===== config.mk =====
export PLATFORM = sky130hd
export DESIGN_NAME = two_channel_pulse_sound_generator_unit
export DESIGN_NICKNAME = d
export VERILOG_FILES = /design/src/rtl/tpsg_pkg.sv /design/src/rtl/tpsg_div.sv /design/src/rtl/tpsg_frame.sv /design/src/rtl/two_channel_pulse_sound_generator_unit.sv
export SDC_FILE = /design/constraint.sdc
export NUM_CORES = 1
export LEC_CHECK = 0
export ABC_CLOCK_PERIOD_IN_PS = 7230
export BUFFER_PORTS_ARGS = -buffer_cell sky130_fd_sc_hd__buf_2
export CAP_MARGIN = 15
export CELL_PAD_IN_SITES_DETAIL_PLACEMENT = 1
export CELL_PAD_IN_SITES_GLOBAL_PLACEMENT = 1
export CORE_ASPECT_RATIO = 1.4
export CORE_MARGIN = 1.5
export CORE_UTILIZATION = 53
export DETAILED_ROUTE_END_ITERATION = 7
export PLACE_DENSITY = 0.95
export SYNTH_ARGS = -nofsm -noshare
export SYNTH_HDL_FRONTEND = slang
export SYNTH_SLANG_ARGS = --single-unit

===== constraint.sdc =====
create_clock -name clk -period 7.23 [get_ports clk]
set_clock_uncertainty 0.2 [all_clocks]
set_input_delay 1.0845 -clock clk [delete_from_list [all_inputs] [get_ports clk]]
set_output_delay 1.0845 -clock clk [all_outputs]
set_load 0.1 [all_outputs]

===== src/rtl/tpsg_pkg.sv =====
// Shared types, constants and the length table of the pulse sound generator.
package tpsg_pkg;

	localparam int SCALE_W      = 40;
	localparam int PHASE_W      = 32;
	localparam int PERIOD_W     = 11;
	localparam int DIVISOR_W    = PERIOD_W + 1;
	localparam int STEP_CNT_W   = $clog2(SCALE_W);
	localparam int LEN_W        = 8;
	localparam int CTRL_W       = 8;
	localparam int ACC_W        = 13;
	localparam int TOTAL_W      = 17;
	localparam int TICK_W       = 4;
	localparam int LEVEL_W      = 6;
	localparam int NUM_CH       = 2;

	localparam logic [ACC_W-1:0]   FRAME_PERIOD = 13'd7457;
	localparam logic [SCALE_W-1:0] SCALE_RESET  = 40'd10894297763;

	// Address decode: 0x4000..0x4007 channel registers, 0x4015 enable mask.
	localparam logic [12:0] CH_ADDR_BLOCK = 13'h0800;
	localparam logic [15:0] ENABLE_ADDR   = 16'h4015;

	localparam logic [1:0] REG_CTRL      = 2'd0;
	localparam logic [1:0] REG_PERIOD_LO = 2'd2;
	localparam logic [1:0] REG_PERIOD_HI = 2'd3;

	localparam int HALT_BIT = 5;

	typedef enum logic [1:0] {
		OP_WRITE   = 2'd0,
		OP_STATUS  = 2'd1,
		OP_ADVANCE = 2'd2,
		OP_SAMPLE  = 2'd3
	} op_t;

	typedef enum logic [1:0] {
		ST_IDLE,
		ST_ADV,
		ST_DIV,
		ST_HOLD
	} state_t;

	typedef struct packed {
		logic              done;
		logic [TICK_W-1:0] ticks;
	} frame_res_t;

	typedef struct packed {
		logic               done;
		logic [PHASE_W-1:0] quotient;
	} div_res_t;

	function automatic logic [LEN_W-1:0] len_lookup(input logic [4:0] idx);
		logic [LEN_W-1:0] v;
		case (idx)
			5'd0:  v = 8'd10;
			5'd1:  v = 8'd254;
			5'd2:  v = 8'd20;
			5'd3:  v = 8'd2;
			5'd4:  v = 8'd40;
			5'd5:  v = 8'd4;
			5'd6:  v = 8'd80;
			5'd7:  v = 8'd6;
			5'd8:  v = 8'd160;
			5'd9:  v = 8'd8;
			5'd10: v = 8'd60;
			5'd11: v = 8'd10;
			5'd12: v = 8'd14;
			5'd13: v = 8'd12;
			5'd14: v = 8'd26;
			5'd15: v = 8'd14;
			5'd16: v = 8'd12;
			5'd17: v = 8'd16;
			5'd18: v = 8'd24;
			5'd19: v = 8'd18;
			5'd20: v = 8'd48;
			5'd21: v = 8'd20;
			5'd22: v = 8'd96;
			5'd23: v = 8'd22;
			5'd24: v = 8'd192;
			5'd25: v = 8'd24;
			5'd26: v = 8'd72;
			5'd27: v = 8'd26;
			5'd28: v = 8'd16;
			5'd29: v = 8'd28;
			5'd30: v = 8'd32;
			5'd31: v = 8'd30;
			default: v = 8'd0;
		endcase
		return v;
	endfunction

endpackage


===== src/rtl/tpsg_div.sv =====
// Bit-serial restoring divider: one quotient bit per cycle, low PHASE_W bits kept.
module tpsg_div (
	input  logic                            clk,
	input  logic                            arst_n,
	input  logic                            start,
	input  logic [tpsg_pkg::SCALE_W-1:0]    dividend,
	input  logic [tpsg_pkg::DIVISOR_W-1:0]  divisor,
	output tpsg_pkg::div_res_t              res
);
	import tpsg_pkg::*;

	localparam logic [STEP_CNT_W-1:0] LAST_STEP = STEP_CNT_W'(SCALE_W - 1);

	logic                    busy_q;
	logic                    done_q;
	logic [STEP_CNT_W-1:0]   cnt_q;
	logic [SCALE_W-1:0]      dvd_q;
	logic [DIVISOR_W-2:0]    rem_q;
	logic [DIVISOR_W-1:0]    dsr_q;
	logic [PHASE_W-1:0]      quo_q;

	logic [DIVISOR_W-1:0]    trial;
	logic                    qbit;
	logic [DIVISOR_W-1:0]    diff;

	assign trial = {rem_q, dvd_q[SCALE_W-1]};
	assign qbit  = (trial >= dsr_q);
	assign diff  = trial - dsr_q;

	always_ff @(posedge clk or negedge arst_n) begin
		if (!arst_n) begin
			busy_q <= 1'b0;
			done_q <= 1'b0;
			cnt_q  <= '0;
		end else begin
			done_q <= 1'b0;
			if (start) begin
				busy_q <= 1'b1;
				cnt_q  <= '0;
			end else if (busy_q) begin
				cnt_q <= cnt_q + 1'b1;
				if (cnt_q == LAST_STEP) begin
					busy_q <= 1'b0;
					done_q <= 1'b1;
				end
			end
		end
	end

	// Shift one dividend bit into the remainder per cycle; upper quotient bits fall off.
	always_ff @(posedge clk) begin
		if (start) begin
			dvd_q <= dividend;
			rem_q <= '0;
			dsr_q <= divisor;
			quo_q <= '0;
		end else if (busy_q) begin
			dvd_q <= {dvd_q[SCALE_W-2:0], 1'b0};
			rem_q <= qbit ? diff[DIVISOR_W-2:0] : trial[DIVISOR_W-2:0];
			quo_q <= {quo_q[PHASE_W-2:0], qbit};
		end
	end

	assign res.done     = done_q;
	assign res.quotient = quo_q;

endmodule


===== src/rtl/tpsg_frame.sv =====
// Frame cycle accumulator: counts length ticks by serial subtraction of the frame period.
module tpsg_frame (
	input  logic                 clk,
	input  logic                 arst_n,
	input  logic                 start,
	input  logic [15:0]          cycle_count,
	output tpsg_pkg::frame_res_t res
);
	import tpsg_pkg::*;

	logic                 busy_q;
	logic [ACC_W-1:0]     acc_q;
	logic [TOTAL_W-1:0]   total_q;
	logic [TICK_W-1:0]    ticks_q;
	logic                 below;

	assign below = (total_q < TOTAL_W'(FRAME_PERIOD));

	always_ff @(posedge clk or negedge arst_n) begin
		if (!arst_n) begin
			busy_q <= 1'b0;
			acc_q  <= '0;
		end else if (start) begin
			busy_q <= 1'b1;
		end else if (busy_q && below) begin
			busy_q <= 1'b0;
			acc_q  <= total_q[ACC_W-1:0];
		end
	end

	// Take off one frame period per cycle until the remainder fits.
	always_ff @(posedge clk) begin
		if (start) begin
			total_q <= TOTAL_W'(acc_q) + TOTAL_W'(cycle_count);
			ticks_q <= '0;
		end else if (busy_q && !below) begin
			total_q <= total_q - TOTAL_W'(FRAME_PERIOD);
			ticks_q <= ticks_q + 1'b1;
		end
	end

	assign res.done  = busy_q && below;
	assign res.ticks = ticks_q;

endmodule


===== src/rtl/two_channel_pulse_sound_generator_unit.sv =====
// Two pulse sound channels with bus registers, length counters and serial phase dividers.
//
//  port group   direction  handshake            payload
//  in           input      in_valid / in_stall   opcode, bus_address, write_data, cycle_count
//  out          output     out_valid / out_stall status_bits, sample_level
//  cfg          input      cfg_write_en          cfg_write_data (phase_step_scale)
//
// Register writes and status reads load their result into the output register at the accept edge.
// An advance runs the frame counter, which removes one period per cycle.
// A sample runs the two bit-serial dividers (one quotient bit per cycle).
// arst_n clears all channel state, the frame accumulator and the output valid flag.
// A new item is taken while the unit is idle and the output register is empty or being drained; a finished
// result waits in the output register or the hold state while out_stall is high.
module two_channel_pulse_sound_generator_unit (
	input  logic                          clk,
	input  logic                          arst_n,
	input  logic                          in_valid,
	output logic                          in_stall,
	input  logic [1:0]                    opcode,
	input  logic [15:0]                   bus_address,
	input  logic [7:0]                    write_data,
	input  logic [15:0]                   cycle_count,
	output logic                          out_valid,
	input  logic                          out_stall,
	output logic [1:0]                    status_bits,
	output logic signed [tpsg_pkg::LEVEL_W-1:0] sample_level,
	input  logic                          cfg_write_en,
	input  logic [tpsg_pkg::SCALE_W-1:0]  cfg_write_data
);
	import tpsg_pkg::*;

	state_t state_q, state_d;

	logic [SCALE_W-1:0]   scale_q;
	logic [CTRL_W-1:0]    ctrl_q   [NUM_CH];
	logic [PERIOD_W-1:0]  period_q [NUM_CH];
	logic [LEN_W-1:0]     len_q    [NUM_CH];
	logic [NUM_CH-1:0]    en_q;
	logic [PHASE_W-1:0]   phase_q  [NUM_CH];

	logic                 out_valid_q;
	logic [1:0]           status_q;
	logic [LEVEL_W-1:0]   level_q;
	logic [LEVEL_W-1:0]   res_level_q;

	logic                 accept;
	logic                 out_free;
	logic                 frame_start;
	logic                 div_start;
	logic                 hold_load;
	op_t                  op;

	frame_res_t           frame_res;
	div_res_t             div_res  [NUM_CH];

	logic [NUM_CH-1:0]    active;
	logic [NUM_CH-1:0]    live;
	logic [PHASE_W-1:0]   new_phase [NUM_CH];
	logic [LEVEL_W-1:0]   contrib   [NUM_CH];
	logic [LEVEL_W-1:0]   mix;
	logic [1:0]           status_now;

	assign op       = op_t'(opcode);
	assign out_free = !out_valid_q || !out_stall;
	assign in_stall = (state_q != ST_IDLE) || (out_valid_q && out_stall);
	assign accept   = in_valid && !in_stall;

	tpsg_frame u_frame (
		.clk        (clk),
		.arst_n     (arst_n),
		.start      (frame_start),
		.cycle_count(cycle_count),
		.res        (frame_res)
	);

	for (genvar c = 0; c < NUM_CH; c++) begin : g_div
		tpsg_div u_div (
			.clk     (clk),
			.arst_n  (arst_n),
			.start   (div_start),
			.dividend(scale_q),
			.divisor (DIVISOR_W'(period_q[c]) + 1'b1),
			.res     (div_res[c])
		);
	end

	// Next state.
	always_comb begin
		state_d = state_q;
		case (state_q)
			ST_IDLE: begin
				if (accept && op == OP_ADVANCE) state_d = ST_ADV;
				else if (accept && op == OP_SAMPLE) state_d = ST_DIV;
			end
			ST_ADV:  if (frame_res.done) state_d = ST_HOLD;
			ST_DIV:  if (div_res[0].done) state_d = ST_HOLD;
			ST_HOLD: if (out_free) state_d = ST_IDLE;
			default: state_d = ST_IDLE;
		endcase
	end

	// Controls.
	always_comb begin
		frame_start = 1'b0;
		div_start   = 1'b0;
		hold_load   = 1'b0;
		case (state_q)
			ST_IDLE: begin
				frame_start = accept && op == OP_ADVANCE;
				div_start   = accept && op == OP_SAMPLE;
			end
			ST_HOLD: hold_load = out_free;
			default: ;
		endcase
	end

	always_ff @(posedge clk or negedge arst_n) begin
		if (!arst_n) state_q <= ST_IDLE;
		else         state_q <= state_d;
	end

	// Channel level: live channels step their phase and give +volume below the duty threshold.
	always_comb begin
		for (int c = 0; c < NUM_CH; c++) begin
			active[c]    = en_q[c] && (len_q[c] != '0);
			live[c]      = active[c] && (period_q[c][PERIOD_W-1:3] != '0);
			new_phase[c] = phase_q[c] + div_res[c].quotient;
			contrib[c]   = '0;
			if (live[c]) begin
				logic below;
				case (ctrl_q[c][7:6])
					2'd0:    below = new_phase[c][PHASE_W-1 -: 3] < 3'd1;
					2'd1:    below = new_phase[c][PHASE_W-1 -: 3] < 3'd2;
					2'd2:    below = new_phase[c][PHASE_W-1 -: 3] < 3'd4;
					default: below = new_phase[c][PHASE_W-1 -: 3] < 3'd6;
				endcase
				contrib[c] = below ? LEVEL_W'(ctrl_q[c][3:0])
				                   : LEVEL_W'(-LEVEL_W'(ctrl_q[c][3:0]));
			end
		end
		mix        = contrib[0] + contrib[1];
		status_now = active;
	end

	// Channel registers.
	always_ff @(posedge clk or negedge arst_n) begin
		if (!arst_n) begin
			scale_q <= SCALE_RESET;
			en_q    <= '0;
			for (int c = 0; c < NUM_CH; c++) begin
				ctrl_q[c]   <= '0;
				period_q[c] <= '0;
				len_q[c]    <= '0;
				phase_q[c]  <= '0;
			end
		end else begin
			if (cfg_write_en) scale_q <= cfg_write_data;
			if (accept && op == OP_WRITE) begin
				if (bus_address == ENABLE_ADDR) begin
					en_q <= write_data[NUM_CH-1:0];
					for (int c = 0; c < NUM_CH; c++)
						if (!write_data[c]) len_q[c] <= '0;
				end else if (bus_address[15:3] == CH_ADDR_BLOCK) begin
					case (bus_address[1:0])
						REG_CTRL:      ctrl_q[bus_address[2]] <= write_data;
						REG_PERIOD_LO: period_q[bus_address[2]][7:0] <= write_data;
						REG_PERIOD_HI: begin
							period_q[bus_address[2]][PERIOD_W-1:8] <= write_data[2:0];
							len_q[bus_address[2]] <= len_lookup(write_data[7:3]);
						end
						default: ;
					endcase
				end
			end
			if (state_q == ST_ADV && frame_res.done) begin
				for (int c = 0; c < NUM_CH; c++) begin
					if (!ctrl_q[c][HALT_BIT]) begin
						if (LEN_W'(frame_res.ticks) >= len_q[c]) len_q[c] <= '0;
						else len_q[c] <= len_q[c] - LEN_W'(frame_res.ticks);
					end
				end
			end
			if (state_q == ST_DIV && div_res[0].done) begin
				for (int c = 0; c < NUM_CH; c++)
					if (live[c]) phase_q[c] <= new_phase[c];
			end
		end
	end

	// Hold the mixed level (zero for an advance) until the output register is free.
	always_ff @(posedge clk) begin
		if (state_q == ST_ADV && frame_res.done) res_level_q <= '0;
		else if (state_q == ST_DIV && div_res[0].done) res_level_q <= mix;
	end

	always_ff @(posedge clk or negedge arst_n) begin
		if (!arst_n) out_valid_q <= 1'b0;
		else if ((accept && (op == OP_WRITE || op == OP_STATUS)) || hold_load) out_valid_q <= 1'b1;
		else if (!out_stall) out_valid_q <= 1'b0;
	end

	always_ff @(posedge clk) begin
		if (accept && (op == OP_WRITE || op == OP_STATUS)) begin
			status_q <= (op == OP_STATUS) ? status_now : 2'b00;
			level_q  <= '0;
		end else if (hold_load) begin
			status_q <= 2'b00;
			level_q  <= res_level_q;
		end
	end

	assign out_valid    = out_valid_q;
	assign status_bits  = status_q;
	assign sample_level = level_q;

	a_div_in_div_state: assert property (@(posedge clk) disable iff (!arst_n)
		div_res[0].done |-> state_q == ST_DIV)
		else $error("divider finished outside a sample");

	a_div_lockstep: assert property (@(posedge clk) disable iff (!arst_n)
		div_res[0].done == div_res[1].done)
		else $error("channel dividers out of step");

	a_frame_in_adv_state: assert property (@(posedge clk) disable iff (!arst_n)
		frame_res.done |-> state_q == ST_ADV)
		else $error("frame counter finished outside an advance");

	a_level_without_status: assert property (@(posedge clk) disable iff (!arst_n)
		(out_valid_q && level_q != '0) |-> status_q == 2'b00)
		else $error("item carries both level and status");

endmodule


==> impl_metrics.ini, run 1 <==
[sta]
setup_viol = 0
fmax_mhz = 174.9
period_share_pct = 79.09
hold_viol = 0
max_slew.worst_pin.slew_ps = 1159
rsz0062_at_grt = no
setup_tns_ps = 0
period_needed_ps = 5718
slew_headroom_pct = 22.72
drv_slew = 0

[clock_network]
htree_num_levels = 2
cts_hold_buffers = 0
clock-root-buffer = clkbuf_16
cts.sinks = 415
cts_resized = 0
cts_buffer_depth = 3
cts_tree = yes
postCtsSetupBuffers = 0
clkLatencyLatePin_ps = 590
numCtsBuffers = 42
cts.clk_slew.worst_paths_ps = 70

[hold_path]
hold_class = in2async

[die]
fp.dieW_um = 176.6
num_rows = 88
start_util_pct = 54.00
num_io_pins = 97
die-area_um2 = 43440
die_y_um = 246.0
fp.coreArea_um2 = 41400

[power_and_ir_drop]
clock_power_share_pct = 23.6
comb_power_share_pct = 37.3
switching_share_pct = 39.47
seqPwrFrac_pct = 39.1
power_leakage_nw = 11.57
internal-power_w = 0.005868
powerDensity_nw_per_um2 = 391.5
vdd.ir_drop.worst_v = 0.0002714
switchingPower_w = 0.003827
power_w = 0.009696

[routing]
drt-wirelength-per-cell_um = 24.13
first_iter_violations = 1284
vias = 18650
drtPass1Iterations = 6
ant_nets = 0
vias_per_cell = 6.280
wl_um = 71650
drc_errors = 0

[cells_and_area]
drive_above_1_share_pct = 11.98
layout-area-overhead-vs-synth_pct = 10.78
diodes = 0
fin_nets = 2621

[synth]
synth_top_cell_by_area = dfrtp_1
ys_seq_area_share_pct = 47.01
synth_cell_types = 75
yosys_most_used_dff = dfrtp_1
yosysWarnings = 0
synthTopCellsByCount = nand2_1, nor2_1, dfrtp_1
synthArstFlopShare_pct = 45.78
yosysMostFrequentCell = nand2_1
syn-cell-area_um2 = 22360
syn_inst = 2322
synth_edf_count = 123
ys_ff_latch = 415
syn-num-nets = 2547
synth_top_area_share_pct = 19.48
syn_avg_cell_area_um2 = 9.628
synth_area_leaders = dfrtp_1, edfxtp_1, dfxtp_1

[global_route]
grt_pass1_vias = 20680
grt_use_total_pct = 33.53
grt_max_degree = 108
grt_pass1_wl_um = 115000
antenna_found_initial = 0
grt_overflow = 0

[status]
status = completed

[place]
place.gp.congestion = 0.8781
dpl.hpwl_um = 42920
io_buffers = 96

[critical_path]
max_stage_delay_ps = 540
required_ps = 7480
cp_max_fo = 4
path_cells = ha_1 -> o211ai_1 -> o211ai_1 -> a221o_1 -> a2111oi_4 -> nor2_2 -> a311oi_2 -> xnor2_1 -> o211ai_1 -> nand2_1 -> mux2i_1 -> nor2_1 -> ha_1 -> a21o_1 -> a21oi_1 -> o21bai_1 -> a21oi_1 -> xnor2_1 -> xnor2_1 -> a21oi_1
critPathArrivalTime_ps = 5970
critical_path_class = reg2reg
path_delay_family = compound AO/OA/AOI/OAI gates
slowest_stage = a2111oi_4
cp.depth = 20
cp-end-kind = register
crit_buf_inv = 0
reg2regPathDepth = 20
setup.worst_path.start_class = register

[flow_run]
maxCapViolations = 0
[registers in the layout, summed over array words and instances (netlist names), 14 cells and up]
signal and cells:
scale_q 40, g_div.u_div.rem_q 22, g_div.u_div.dvd_q 80, g_div.u_div.dsr_q 24
period_q 22, u_frame.total_q 17, g_div.u_div.quo_q 64, ctrl_q 14
phase_q 64, len_q 16
[layer usage]
metal	vias to the layer above	wire length [um]	global-route usage [%]
li1	8279	-	-
met5	-	0	0
met2	720	38140	61.81
met3	313	3174	5.154
met1	9341	26160	36.17
met4	0	4184	18.94
[final cells by class]
class	instances	area [um^2]
Timing Repair Buffer	109	611.8
Clock inverter	14	175.2
Tap cell	540	675.6
Fill cell	4543	16630
Sequential cell	415	10510
Multi-Input combinational cell	1735	11220
Clock buffer	64	1215
Inverter	93	351.6
[kinds of logic after synthesis]
family                     Yosys count  share of synthesized area (%)
DFF                                415                          47.01
AOI/OAI and AO/OA                  475                          13.04
xor gates and xnor gates           132                          5.171
and+or+nand+nor                    820                          15.83
adders and majority gates          138                          7.992
muxes                              170                          8.053
buffers and inverters              172                          2.905
[worst register-to-register path: stages (launching register included)]
cell,delay [ps]
dfrtp_1,410
ha_1,400
o211ai_1,390
o211ai_1,150
a221o_1,420
a2111oi_4,540
nor2_2,160
a311oi_2,320
xnor2_1,260
o211ai_1,270
nand2_1,250
mux2i_1,280
nor2_1,110
ha_1,290
a21o_1,170
a21oi_1,260
o21bai_1,100
a21oi_1,180
xnor2_1,180
xnor2_1,170
a21oi_1,90
[layout by cell type, fill, tap and decap left out, types with 16 or more instances in the layout]
| master | netlist | layout |
|---|---|---|
| o21ai_0 | 168 | 168 |
| a21boi_0 | 16 | 16 |
| ha_1 | 130 | 130 |
| dfrtp_1 | 174 | 172 |
| clkbuf_16 | 0 | 43 |
| a21oi_1 | 127 | 127 |
| nand3_1 | 38 | 38 |
| a21o_1 | 33 | 33 |
| mux2_2 | 79 | 79 |
| mux2i_1 | 91 | 91 |
| xor2_1 | 66 | 66 |
| nor2_1 | 207 | 207 |
| nor3_1 | 30 | 30 |
| dfstp_2 | 16 | 16 |
| buf_2 | 3 | 95 |
| nand2_1 | 414 | 412 |
| nand4_1 | 21 | 21 |
| nor2b_1 | 18 | 18 |
| dfxtp_1 | 102 | 102 |
| edfxtp_1 | 123 | 123 |
| inv_1 | 91 | 91 |
| xnor2_1 | 66 | 66 |
[power groups by stage]
stage               Clock [W]  Combinational, W  Sequential [W]
floorplan                   0           0.00246         0.00365
global placement            0           0.00300         0.00371
detailed placement          0           0.00334         0.00378
CTS                   0.00229           0.00358         0.00378
global route          0.00238           0.00394         0.00386
finish                0.00228           0.00362         0.00379
[stage by stage]
stage               instances  utilization [%]  hold WS [ps]  worst slack [ps]  area, um^2
finish                   2970            59.82         235.3              1512       24770
global route             2970            59.82         263.2              1314       24770
CTS                      2968            59.73         260.0              1683       24730
detailed placement       2890            56.37         256.8              2061       23340
global placement         2890            56.37         248.6              2322       23340
floorplan                2322                -         228.8              2710       22360
[path summary, 6_finish.rpt]
check                                   endpoint  slack, ps             from
setup / recovery                  res_level_q[5]       1510      phase_q[34]
hold / removal                          len_q[0]        240           arst_n
setup reg to reg                  res_level_q[5]       1510      phase_q[34]
hold reg to reg                  sample_level[1]        260  sample_level[1]
max in group asynchronous  g_div[0].u_div.busy_q       5010           arst_n
min in group clk                 sample_level[1]        260  sample_level[1]
(Power assumes the default switching activity.)
==> run 2, diff against run 1 <==
- ABC_CLOCK_PERIOD_IN_PS: 7230 -> 4770
- CORE_UTILIZATION: 53 -> 44
- PLACE_DENSITY: 0.95 -> 0.88
- clock period: 7.23 -> 4.77 ns (I/O delays scaled with it)
==> run 2 against run 1 <==
The flow now finishes with violations (DRC). Clock power up 55%. Utilization down 9.5 points. Setup slack got worse by 1400 ps. Sequential cell count stayed put. Cell count increased by 4.2%. Clock-buffer cell count fell by 3.
==> impl_metrics.ini, run 2 (synthesized netlist as in run 1, its figures left out) <==
[cells_and_area]
design_area_um2 = 25220
layout-area-overhead-vs-synth_pct = 12.81
utilization_pct = 50.31
diodes = 0
drive_above_1_share_pct = 13.75
reg_top3 = g_div.u_div.dvd_q x80, g_div.u_div.quo_q x64, phase_q x64
final_common_cell = nand2_1
layout_common_cells = nand2_1, nor2_1, dfrtp_1, o21ai_0, ha_1
largest_reg_flops = 80
top_register = g_div.u_div.dvd_q
fin_nets = 2641

[routing]
vias_per_cell = 5.674
drtPass1Iterations = 8
ant_nets = 0
wl_um = 59690
drc_errors = 8
drt-wirelength-per-cell_um = 19.29
vias = 17550
first_iter_violations = 761

[clock_network]
cts.sinks = 415
htree_num_levels = 2
cts_tree = yes
cts_buffer_depth = 3
clkLatencyLatePin_ps = 590
numCtsBuffers = 43
cts_hold_buffers = 0
clock-root-buffer = clkbuf_16
cts.clk_slew.worst_paths_ps = 60

[sta]
max_slew.worst_pin.slew_ps = 1145
slew_headroom_pct = 23.63
hold_viol = 0
period_needed_ps = 4672
rsz0062_at_grt = yes
setup_tns_ps = 0
fmax_mhz = 214.1
drv_slew = 0
setup_viol = 0
period_share_pct = 97.94
worst_slack_ps = 98.27

[place]
io_buffers = 96
dp_slack_ps = -113.4
place.gp.congestion = 0.8967
dpl.hpwl_um = 40770
place_area_um2 = 23610

[critical_path]
setup.worst_path.start_class = register
cp-end-kind = register
critPathArrivalTime_ps = 4930
critical_path_class = reg2reg
path_cells = ha_4 -> a211oi_4 -> o211ai_1 -> a221o_1 -> a2111oi_4 -> nor2_2 -> a311oi_2 -> xnor2_2 -> o211ai_1 -> buf_4 -> nand3b_1 -> xor2_1 -> nor2_1 -> ha_1 -> a21oi_2 -> o21bai_1 -> a21oi_1 -> xnor2_1 -> xnor2_1 -> a21oi_1
required_ps = 5030
slowest_stage = a2111oi_4
max_stage_delay_ps = 480
reg2regPathDepth = 20
cp_max_fo = 3

[global_route]
grt_max_degree = 109
grt_util_met2_pct = 44.91
gr-usage-met1_pct = 23.82
grt_use_total_pct = 22.90
grt_pass1_vias = 19800
met3_usage_pct = 3.640
grt_pass1_wl_um = 98810
busiest_layer = met2
grt_overflow = 0
antenna_found_initial = 1

[die]
die_y_um = 269.7
fp.coreArea_um2 = 50120
fp.dieW_um = 193.5
num_io_pins = 97
die-area_um2 = 52190
start_util_pct = 44.60
num_rows = 97

[power_and_ir_drop]
powerDensity_nw_per_um2 = 569.3
vdd.ir_drop.worst_v = 0.0004667
power_leakage_nw = 11.71
power_w = 0.01436

[status]
status = complete, but fails checks
failed_checks = DRC

[flow_run]
maxCapViolations = 0

[hold_path]
hold_class = in2async
[run 2: cell count changes in the layout (fill, tap and decap cells not counted), moves of 3 or more]
| cell | delta |
|---|---|
| clkinv_1 | -3 |
| a21oi_2 | +3 |
| buf_4 | +19 |
| clkbuf_1 | -4 |
| ha_1 | -5 |
| ha_4 | +4 |
| a21oi_1 | -3 |
| clkinv_2 | +5 |
[run 2: layer usage]
layer | up-vias | share of wire (%) | wire length [um]
li1 | 8306 | - | -
met1 | 8774 | 38 | 22470
met2 | 323 | 55 | 32950
met3 | 151 | 3.4 | 2027
met4 | 0 | 3.8 | 2242
met5 | - | 0 | 0
[run 2: report_power, final]
part,internal (W),switching (W)
combinational,0.00208,0.00307
sequential,0.00495,0.000723
clock,0.00203,0.00150
total,0.00906,0.00530
[run 2: repair_timing]
| action | 4_1_cts | 5_1_grt |
|---|---|---|
| setup buffers | 1 | 4 |
| pin swaps | 3 | 20 |
| gates resized for setup | 2 | 20 |
| endpoints found under the setup margin | 3 | 3 |
[run 2: stage by stage]
step | std cells | hold slack [ps]
floorplan | 2322 | 219.9
CTS | 3090 | 92.01
detailed placement | 3009 | 252.6
global route | 3094 | 121.2
global placement | 3009 | 246.8
finish | 3094 | 44.33
[run 2: worst paths after layout]
| path | start | to | slack, ps |
|---|---|---|---|
| max in group asynchronous | arst_n | len_q[3] | 3340 |
| worst max-delay path | phase_q[33] | res_level_q[5] | 100 |
| worst min register to register | res_level_q[1] | sample_level[1] | 270 |
| worst min-delay path | arst_n | phase_q[15] | 40 |
| min in group clk | cfg_write_data[25] | scale_q[25] | 150 |
| worst max register to register | phase_q[33] | res_level_q[5] | 100 |
[run 2: layout make-up]
class / count / area (um^2)
clock inverter: 19 / 240.2
tap: 643 / 804.5
sequential: 415 / 10520
fill: 5651 / 24910
timing repair buffer: 128 / 754.5
multi-input combinational: 1735 / 11330
clock buffer: 61 / 1225
inverter: 93 / 351.6
[run 2: worst max-delay path: cells and delay by family, from the launching register on]
kind / cells / cell delay [ps]
AO/OA/AOI/OAI: 10 / 2250
flip-flops: 1 / 410
AND/OR/NAND/NOR: 3 / 260
XOR/XNOR: 4 / 670
adder cells (fa/ha/maj): 2 / 580
buffers and inverters: 1 / 170
